==> config.mk <==
export PLATFORM = sky130hd
export DESIGN_NAME = windowed_activity_top_k
export DESIGN_NICKNAME = d
export VERILOG_FILES = /design/src/design/wact_pkg.sv /design/src/design/wact_cell.sv /design/src/design/windowed_activity_top_k.sv
export SDC_FILE = /design/constraint.sdc
export NUM_CORES = 2
export LEC_CHECK = 0
export ABC_AREA = 1
export BUFFER_PORTS_ARGS = -buffer_cell sky130_fd_sc_hd__buf_2
export CORE_ASPECT_RATIO = 0.8
export CORE_MARGIN = 4
export CORE_UTILIZATION = 55
export DETAILED_ROUTE_END_ITERATION = 12
export GPL_ROUTABILITY_DRIVEN = 0
export PLACE_DENSITY = 0.71
export SYNTH_ARGS = -nofsm -noshare
export SYNTH_HDL_FRONTEND = slang
export SYNTH_SLANG_ARGS = --single-unit
==> constraint.sdc <==
create_clock -name i_clk -period 11.3 [get_ports i_clk]
set_input_delay 2.26 -clock i_clk [delete_from_list [all_inputs] [get_ports i_clk]]
set_output_delay 2.26 -clock i_clk [all_outputs]
set_load 0.03 [all_outputs]
==> src/design/wact_pkg.sv <==
// Shared types and codes for the windowed activity ranking block.
package wact_pkg;

    // Field widths fixed by the item layout
    localparam int ID_W    = 31;
    localparam int CNT_W   = 16;
    localparam int YEAR_W  = 12;
    localparam int MONTH_W = 4;
    localparam int DAY_W   = 5;
    localparam int DATE_W  = YEAR_W + MONTH_W + DAY_W;
    localparam int SIZE_W  = 5;
    localparam int FUNC_W  = 2;
    localparam int POS_W   = 4;
    localparam int CFG_IDX_W  = 3;
    localparam int CFG_DATA_W = 12;

    localparam logic [CNT_W-1:0] COUNT_MAX = '1;

    // Item function codes
    localparam logic [FUNC_W-1:0] FUNC_DATE   = 2'd0;
    localparam logic [FUNC_W-1:0] FUNC_CLOSE  = 2'd1;
    localparam logic [FUNC_W-1:0] FUNC_REPORT = 2'd2;

    // Configuration register indexes
    localparam logic [CFG_IDX_W-1:0] CFG_START_YEAR  = 3'd0;
    localparam logic [CFG_IDX_W-1:0] CFG_START_MONTH = 3'd1;
    localparam logic [CFG_IDX_W-1:0] CFG_START_DAY   = 3'd2;
    localparam logic [CFG_IDX_W-1:0] CFG_END_YEAR    = 3'd3;
    localparam logic [CFG_IDX_W-1:0] CFG_END_MONTH   = 3'd4;
    localparam logic [CFG_IDX_W-1:0] CFG_END_DAY     = 3'd5;
    localparam logic [CFG_IDX_W-1:0] CFG_TOP_SIZE    = 3'd6;

    // One ranking slot, or one travelling insertion token
    typedef struct packed {
        logic             vld;
        logic [ID_W-1:0]  id;
        logic [CNT_W-1:0] cnt;
    } t_slot;

endpackage

==> src/design/wact_cell.sv <==
// One ranking cell: holds an entry, passes the displaced entry or token onward.
module wact_cell import wact_pkg::*; (
    input  logic  i_clk,
    input  logic  i_rst_n,
    input  logic  i_shift,
    input  logic  i_app,
    input  t_slot i_nxt,
    input  t_slot i_car,
    output t_slot o_ent,
    output t_slot o_car
);

    logic             r_occ;
    logic [ID_W-1:0]  r_id;
    logic [CNT_W-1:0] r_cnt;
    logic             r_cv;
    logic [ID_W-1:0]  r_cid;
    logic [CNT_W-1:0] r_ccnt;

    logic             n_occ;
    logic [ID_W-1:0]  n_id;
    logic [CNT_W-1:0] n_cnt;
    logic             n_cv;
    logic [ID_W-1:0]  n_cid;
    logic [CNT_W-1:0] n_ccnt;

    // Shift on report; else swap on strictly larger count, or fill an empty cell
    always_comb begin
        n_occ  = r_occ;
        n_id   = r_id;
        n_cnt  = r_cnt;
        n_cv   = 1'b0;
        n_cid  = i_car.id;
        n_ccnt = i_car.cnt;
        if (i_shift) begin
            n_occ = i_nxt.vld;
            n_id  = i_nxt.id;
            n_cnt = i_nxt.cnt;
        end else if (i_car.vld) begin
            if (r_occ) begin
                n_cv = 1'b1;
                if (i_car.cnt > r_cnt) begin
                    n_id   = i_car.id;
                    n_cnt  = i_car.cnt;
                    n_cid  = r_id;
                    n_ccnt = r_cnt;
                end
            end else if (i_app) begin
                n_occ = 1'b1;
                n_id  = i_car.id;
                n_cnt = i_car.cnt;
            end
        end
    end

    // Hold occupancy and token valid
    always_ff @(posedge i_clk) begin
        if (!i_rst_n) begin
            r_occ <= 1'b0;
            r_cv  <= 1'b0;
        end else begin
            r_occ <= n_occ;
            r_cv  <= n_cv;
        end
    end

    // Hold entry and token payload
    always_ff @(posedge i_clk) begin
        r_id   <= n_id;
        r_cnt  <= n_cnt;
        r_cid  <= n_cid;
        r_ccnt <= n_ccnt;
    end

    assign o_ent = '{vld: r_occ, id: r_id, cnt: r_cnt};
    assign o_car = '{vld: r_cv, id: r_cid, cnt: r_ccnt};

endmodule

==> src/design/windowed_activity_top_k.sv <==
// Top level: date window counter, ranking cell chain and report sequencer.
//
//  channel  direction  handshake                   payload
//  in       to block   i_in_valid / o_in_ready     func, user_id, commit date
//  out      from block o_out_valid / i_out_ready   rank_user_id .. last
//  cfg      to block   i_cfg_we                    i_cfg_idx, i_cfg_data
//
// Date and close items are taken one per cycle outside a report. A close launches
// a token that walks the cell chain one cell a cycle; closes may follow each
// other back to back. A report waits until no token is in the chain, then emits
// one entry per cycle while the output is not stalled (one result for an empty list).
// Synchronous active-low reset empties the ranking and clears the count.
// A stalled output holds the report; no input is taken until it completes.
module windowed_activity_top_k import wact_pkg::*; #(
    parameter int TOP_MAX = 16
) (
    input  logic                  i_clk,
    input  logic                  i_rst_n,
    // configuration
    input  logic                  i_cfg_we,
    input  logic [CFG_IDX_W-1:0]  i_cfg_idx,
    input  logic [CFG_DATA_W-1:0] i_cfg_data,
    // input items
    input  logic                  i_in_valid,
    output logic                  o_in_ready,
    input  logic [FUNC_W-1:0]     i_func,
    input  logic [ID_W-1:0]       i_user_id,
    input  logic [YEAR_W-1:0]     i_commit_year,
    input  logic [MONTH_W-1:0]    i_commit_month,
    input  logic [DAY_W-1:0]      i_commit_day,
    // result items
    output logic                  o_out_valid,
    input  logic                  i_out_ready,
    output logic [ID_W-1:0]       o_rank_user_id,
    output logic [CNT_W-1:0]      o_rank_count,
    output logic [POS_W-1:0]      o_rank_position,
    output logic                  o_entry_valid,
    output logic                  o_last
);

    localparam int PW = (TOP_MAX > 16) ? $clog2(TOP_MAX) : POS_W;

    // configuration registers
    logic [YEAR_W-1:0]  r_s_year,  r_e_year;
    logic [MONTH_W-1:0] r_s_month, r_e_month;
    logic [DAY_W-1:0]   r_s_day,   r_e_day;
    logic [SIZE_W-1:0]  r_top_size;

    logic [CNT_W-1:0]   r_cur_cnt;
    logic               r_rep;
    logic [PW-1:0]      r_pos;

    logic               r_out_valid;
    logic [ID_W-1:0]    r_out_id;
    logic [CNT_W-1:0]   r_out_cnt;
    logic [POS_W-1:0]   r_out_pos;
    logic               r_out_ent;
    logic               r_out_last;

    logic               w_acc;
    logic               w_slot;
    logic               w_shift;
    logic               w_busy;
    logic               w_in_win;
    logic [DATE_W-1:0]  w_d, w_s, w_e;
    t_slot              w_head;
    t_slot              w_ent [TOP_MAX];
    t_slot              w_car [TOP_MAX];
    logic [TOP_MAX-1:0] w_occ;
    logic [TOP_MAX-1:0] w_occ_nx;
    logic [TOP_MAX-1:0] w_carv;

    // Accept control: reports wait for the chain to settle
    assign w_busy     = |w_carv;
    assign o_in_ready = !r_rep && ((i_func != FUNC_REPORT) || !w_busy);
    assign w_acc      = i_in_valid && o_in_ready;
    assign w_slot     = !r_out_valid || i_out_ready;
    assign w_shift    = r_rep && w_slot && w_occ[0];
    assign w_occ_nx   = w_occ >> 1;

    // Strict window compare on packed year, month, day
    assign w_d = {i_commit_year, i_commit_month, i_commit_day};
    assign w_s = {r_s_year, r_s_month, r_s_day};
    assign w_e = {r_e_year, r_e_month, r_e_day};
    assign w_in_win = (w_s < w_d) && (w_d < w_e);

    // Token for a closing user enters the head cell
    assign w_head = '{vld: w_acc && (i_func == FUNC_CLOSE), id: i_user_id, cnt: r_cur_cnt};

    // Cell chain
    for (genvar j = 0; j < TOP_MAX; j++) begin : g_cell
        t_slot w_cin;
        t_slot w_nxt;
        logic  w_app;

        if (j == 0) begin : g_first
            assign w_cin = w_head;
        end else begin : g_mid
            assign w_cin = w_car[j-1];
        end

        if (j == TOP_MAX - 1) begin : g_tail
            assign w_nxt = '0;
        end else begin : g_body
            assign w_nxt = w_ent[j+1];
        end

        assign w_app = (32'(r_top_size) > 32'(j));

        wact_cell u_cell (
            .i_clk   (i_clk),
            .i_rst_n (i_rst_n),
            .i_shift (w_shift),
            .i_app   (w_app),
            .i_nxt   (w_nxt),
            .i_car   (w_cin),
            .o_ent   (w_ent[j]),
            .o_car   (w_car[j])
        );

        assign w_occ[j]  = w_ent[j].vld;
        assign w_carv[j] = w_car[j].vld;
    end

    // Write configuration registers
    always_ff @(posedge i_clk) begin
        if (!i_rst_n) begin
            r_s_year   <= '0;
            r_s_month  <= '0;
            r_s_day    <= '0;
            r_e_year   <= '1;
            r_e_month  <= '1;
            r_e_day    <= '1;
            r_top_size <= SIZE_W'(10);
        end else if (i_cfg_we) begin
            case (i_cfg_idx)
                CFG_START_YEAR:  r_s_year   <= i_cfg_data[YEAR_W-1:0];
                CFG_START_MONTH: r_s_month  <= i_cfg_data[MONTH_W-1:0];
                CFG_START_DAY:   r_s_day    <= i_cfg_data[DAY_W-1:0];
                CFG_END_YEAR:    r_e_year   <= i_cfg_data[YEAR_W-1:0];
                CFG_END_MONTH:   r_e_month  <= i_cfg_data[MONTH_W-1:0];
                CFG_END_DAY:     r_e_day    <= i_cfg_data[DAY_W-1:0];
                CFG_TOP_SIZE:    r_top_size <= i_cfg_data[SIZE_W-1:0];
                default: ;
            endcase
        end
    end

    // Count in-window commits, saturating; clear on close
    always_ff @(posedge i_clk) begin
        if (!i_rst_n) begin
            r_cur_cnt <= '0;
        end else if (w_acc) begin
            if (i_func == FUNC_CLOSE) begin
                r_cur_cnt <= '0;
            end else if (i_func == FUNC_DATE && w_in_win && r_cur_cnt != COUNT_MAX) begin
                r_cur_cnt <= r_cur_cnt + 1'b1;
            end
        end
    end

    // Sequence the report and advance the output register
    always_ff @(posedge i_clk) begin
        if (!i_rst_n) begin
            r_rep       <= 1'b0;
            r_pos       <= '0;
            r_out_valid <= 1'b0;
        end else begin
            if (w_acc && i_func == FUNC_REPORT) begin
                r_rep <= 1'b1;
                r_pos <= '0;
            end
            if (r_rep && w_slot) begin
                r_out_valid <= 1'b1;
                r_pos       <= PW'(r_pos + 1'b1);
                if (!w_occ[0] || !w_occ_nx[0]) begin
                    r_rep <= 1'b0;
                end
            end else if (i_out_ready) begin
                r_out_valid <= 1'b0;
            end
        end
    end

    // Load result payload from the head cell, or the empty marker
    always_ff @(posedge i_clk) begin
        if (r_rep && w_slot) begin
            if (w_occ[0]) begin
                r_out_id   <= w_ent[0].id;
                r_out_cnt  <= w_ent[0].cnt;
                r_out_pos  <= r_pos[POS_W-1:0];
                r_out_ent  <= 1'b1;
                r_out_last <= !w_occ_nx[0];
            end else begin
                r_out_id   <= '0;
                r_out_cnt  <= '0;
                r_out_pos  <= '0;
                r_out_ent  <= 1'b0;
                r_out_last <= 1'b1;
            end
        end
    end

    assign o_out_valid     = r_out_valid;
    assign o_rank_user_id  = r_out_id;
    assign o_rank_count    = r_out_cnt;
    assign o_rank_position = r_out_pos;
    assign o_entry_valid   = r_out_ent;
    assign o_last          = r_out_last;

    // Occupied cells always form an unbroken run from the head
    a_occ_prefix: assert property (@(posedge i_clk) disable iff (!i_rst_n)
        (w_occ_nx & ~w_occ) == '0)
        else $error("ranking occupancy has a gap");

    // No token may travel while a report shifts the chain
    a_rep_quiet: assert property (@(posedge i_clk) disable iff (!i_rst_n)
        !(r_rep && w_busy))
        else $error("insertion token live during report");

    // An accepted report starts the sequencer
    a_rep_start: assert property (@(posedge i_clk) disable iff (!i_rst_n)
        (w_acc && i_func == FUNC_REPORT) |=> r_rep)
        else $error("report not started");

    // The empty-list marker is a lone final result at position zero
    a_empty: assert property (@(posedge i_clk) disable iff (!i_rst_n)
        (o_out_valid && !o_entry_valid) |-> (o_last && o_rank_position == '0))
        else $error("malformed empty report");

endmodule
==> reports/results.txt <==
Die area: 0.130 mm2
Unique masters post-synth: 42
First DRT Iteration DRCs: 5151
Worst EP arrival: 2860 ps
FP Rows: 115
Post-synthesis adder-cell area fraction: 5.47%
Horiz. Die Dim: 402 um
Vias: 50500
Worst Setup SP: i_func[0]
Slew HR: 14.3%
VDD IR max: 0.150 mV
Multiplexer share of the synthesized area: 0%
Clk_skew: 25.1 ps
Path category of the worst min-delay check: flip-flop to flip-flop
Hold buffers post-CTS: 0
PwrDens: 165 mW/mm2
GRT Residual Overflow: 0
Crit Path Class: input port to primary output
Hold Path Origin: g_cell[5].u_cell.r_cid[9]
Setup violators final: 0
Chip height: 323 um
Leakage: 34.1 nW
Worst-path fanout max: 2
Post-synth top area cell: edfxtp_1
Synth top area share: 33.4%
DR DRC count: 0
Period minus WS final: 5120 ps
Area Overhead vs Synth: 9.61%
Vias in the first global route: 48500
Clock Latency Late Sink: 780 ps
Final setup TNS: 0 ps
Async set-reset flop share out of synthesis: 0%
Hold Path Stages: 2
Sequential area share after synthesis: 58.4%
Final instance area: 0.0747 mm2
Critical path required time: 9040 ps
Total power: 12.3 mW
Resize count post-CTS: 0
Nets: 7922
Clock Path Buffers: 3
Post-Synth Simple-Gate Area: 16.8%
Gr usage total: 23.9%
Post-synthesis compound-gate area fraction: 11.5%
# H-tree levels: 4
Largest family of logic cells by synthesized area: simple AND/OR/NAND/NOR gates
Hold Path End: g_cell[6].u_cell.r_cid[9]
Initial Util: 55.4%
Buffers added on ports: 128
Fin. max-slew vios: 0
Post-Synthesis Cells: 7599
FF-to-FF Start: g_cell[8].u_cell.r_cnt[15]
R2R setup slack: 7250 ps
Worst setup EP type: primary output
Reg2Reg Depth: 13
Pre-CTS WS: 5760 ps
Synth top area cells: edfxtp_1, dfxtp_1, nand2_1
Placed Cells incl. Taps: 9032
Post-Synth XOR/XNOR Area: 0.0257%
Slowest stage cell on the critical path: buf_2
Hpwl dp: 103000 um
Status: finished, final reports clean
Setup Buffers After CTS: 0
Synthesized area per cell: 8.97 um2
Placeable core area: 0.123 mm2
CP max stage delay: 170 ps
Critical path, cell by cell: buf_2 -> inv_1 -> nand2_1 -> inv_1 -> nand2_1 -> nand2_1 -> inv_1 -> buf_2
Largest net degree at the start of global routing: 276
Via density: 5.42
DRT Wirelength: 157000 um
Count of max-cap constraint violations: 0
Diode count: 0
Syn Nets: 7971
DRT Pass-1 Iters: 8
Clk sinks: 1611
Final Hold Fails: 0
Worst setup margin: 6180 ps
Final period utilization: 45.3%
Post-Synthesis Cell Area: 0.0682 mm2
Final Util: 60.7%
Main synth FF type: dfxtp_1
Initial antenna violation count: 0
Io pins: 129
First-pass GRT wire length: 254000 um
RR Endpoint: g_cell[8].u_cell.r_cid[13]
Hold WS: 441 ps
Num CTS Buffers: 154
CTS tree: yes
#FFs+latches synth: 1611
Wire length per cell: 16.8 um
CTS root buf: clkbuf_16
YS warnings: 0
Fmax: 195 MHz
Worst slew pin tran: 1280 ps
Most frequent cells after synthesis: nand2_1, o21ai_0, inv_1
Final instance count without filler cells: 9317
Post-synth EDFFs: 758
Clock transition at the registers of the reported paths: 60 ps
Dominant cell by count in the synthesized netlist: nand2_1
RSZ-0062 raised after global routing: no
Placed Area: 0.0697 mm2
Layout cell share with drive strength beyond 1: 6.04%
Startpoint types: input port
Post-route ant nets: 0
[worst max path at each step]
stage	to	slack (ps)	cells after the start
2_1_floorplan	g_cell[0].u_cell.r_cnt[0]	4640	6
3_3_place_gp	g_cell[6].u_cell.r_id[17]	5890	9
3_5_place_dp	g_cell[8].u_cell.r_id[12]	5760	9
4_1_cts	o_in_ready	6170	7
5_1_grt	o_in_ready	6110	8
6_report	o_in_ready	6180	8
[critical path: cells and delay by family]
family / cells / cell delay [ps]
buf+inv: 5 / 430
simple gates: 3 / 180
[layout make-up]
class	count	area [um2]
repair buffers	188	1120
clock inverters	48	458
inverters	925	3490
well taps	1638	2050
clock buffers	237	4560
fillers	10300	48300
multi-input cells	4670	23200
flip-flops and latches	1611	39800
[kinds of logic (layout without fill, tap and decap cells)]
family / after synthesis / in the layout
buffers and inverters: 1318 / 1398
AO/OA/AOI/OAI: 1514 / 1514
flip-flops: 1611 / 1611
adder cells (fa/ha/maj): 298 / 298
AND/OR/NAND/NOR: 2856 / 2856
XOR/XNOR: 2 / 2
[where the power goes]
| group | internal, mW | total [mW] | leakage (nW) | switching, mW |
|---|---|---|---|---|
| Combinational | 0.259 | 0.690 | 17.6 | 0.430 |
| Sequential | 6.34 | 6.49 | 14.0 | 0.146 |
| Clock | 2.95 | 5.16 | 2.46 | 2.21 |
| Total | 9.55 | 12.3 | 34.1 | 2.79 |
[registers in the layout (all words and copies together), names as in the netlist, 4 cells and up]
register,flops
g_cell.u_cell.r_id,496
g_cell.u_cell.r_cid,465
g_cell.u_cell.r_cnt,256
g_cell.u_cell.r_ccnt,240
o_rank_user_id,31
g_cell.u_cell.r_cv,16
g_cell.u_cell.r_occ,16
o_rank_count,16
r_cur_cnt,16
r_e_year,12
r_s_year,12
r_e_day,5
r_s_day,5
r_top_size,5
o_rank_position,4
r_e_month,4
r_pos,4
r_s_month,4
[layout by cell type, fill, tap and decap left out, types with 8 or more instances in the layout]
cell       Yosys  layout
buf_4         15      58
clkinv_1       0      12
a21oi_1      222     220
clkinv_2       0      20
clkbuf_1     207      51
nand3_1      116     116
buf_2        153     128
a31oi_1       17      17
nand4_1      182     182
nor3_1        18      17
nor2_1       231     229
inv_1        921     920
nand2_1     2278    2273
o211ai_1      36      36
clkbuf_16      0     161
o21ai_2       20      20
edfxtp_1     758     758
o21ai_0     1155    1148
o21ai_1       43      43
ha_1         298     298
clkbuf_8       0      25
dfxtp_1      853     852
nand2_2        3       8
nand3b_1      14      14
[per-layer routing]
metal	routed length, um	global-route usage, %	vias to the layer above
met5	0	0	-
met3	10300	3.28	192
met1	73400	35.0	24000
li1	-	-	24800
met2	70700	37.8	1567
met4	2420	5.71	0
(Power assumes the default switching activity.)
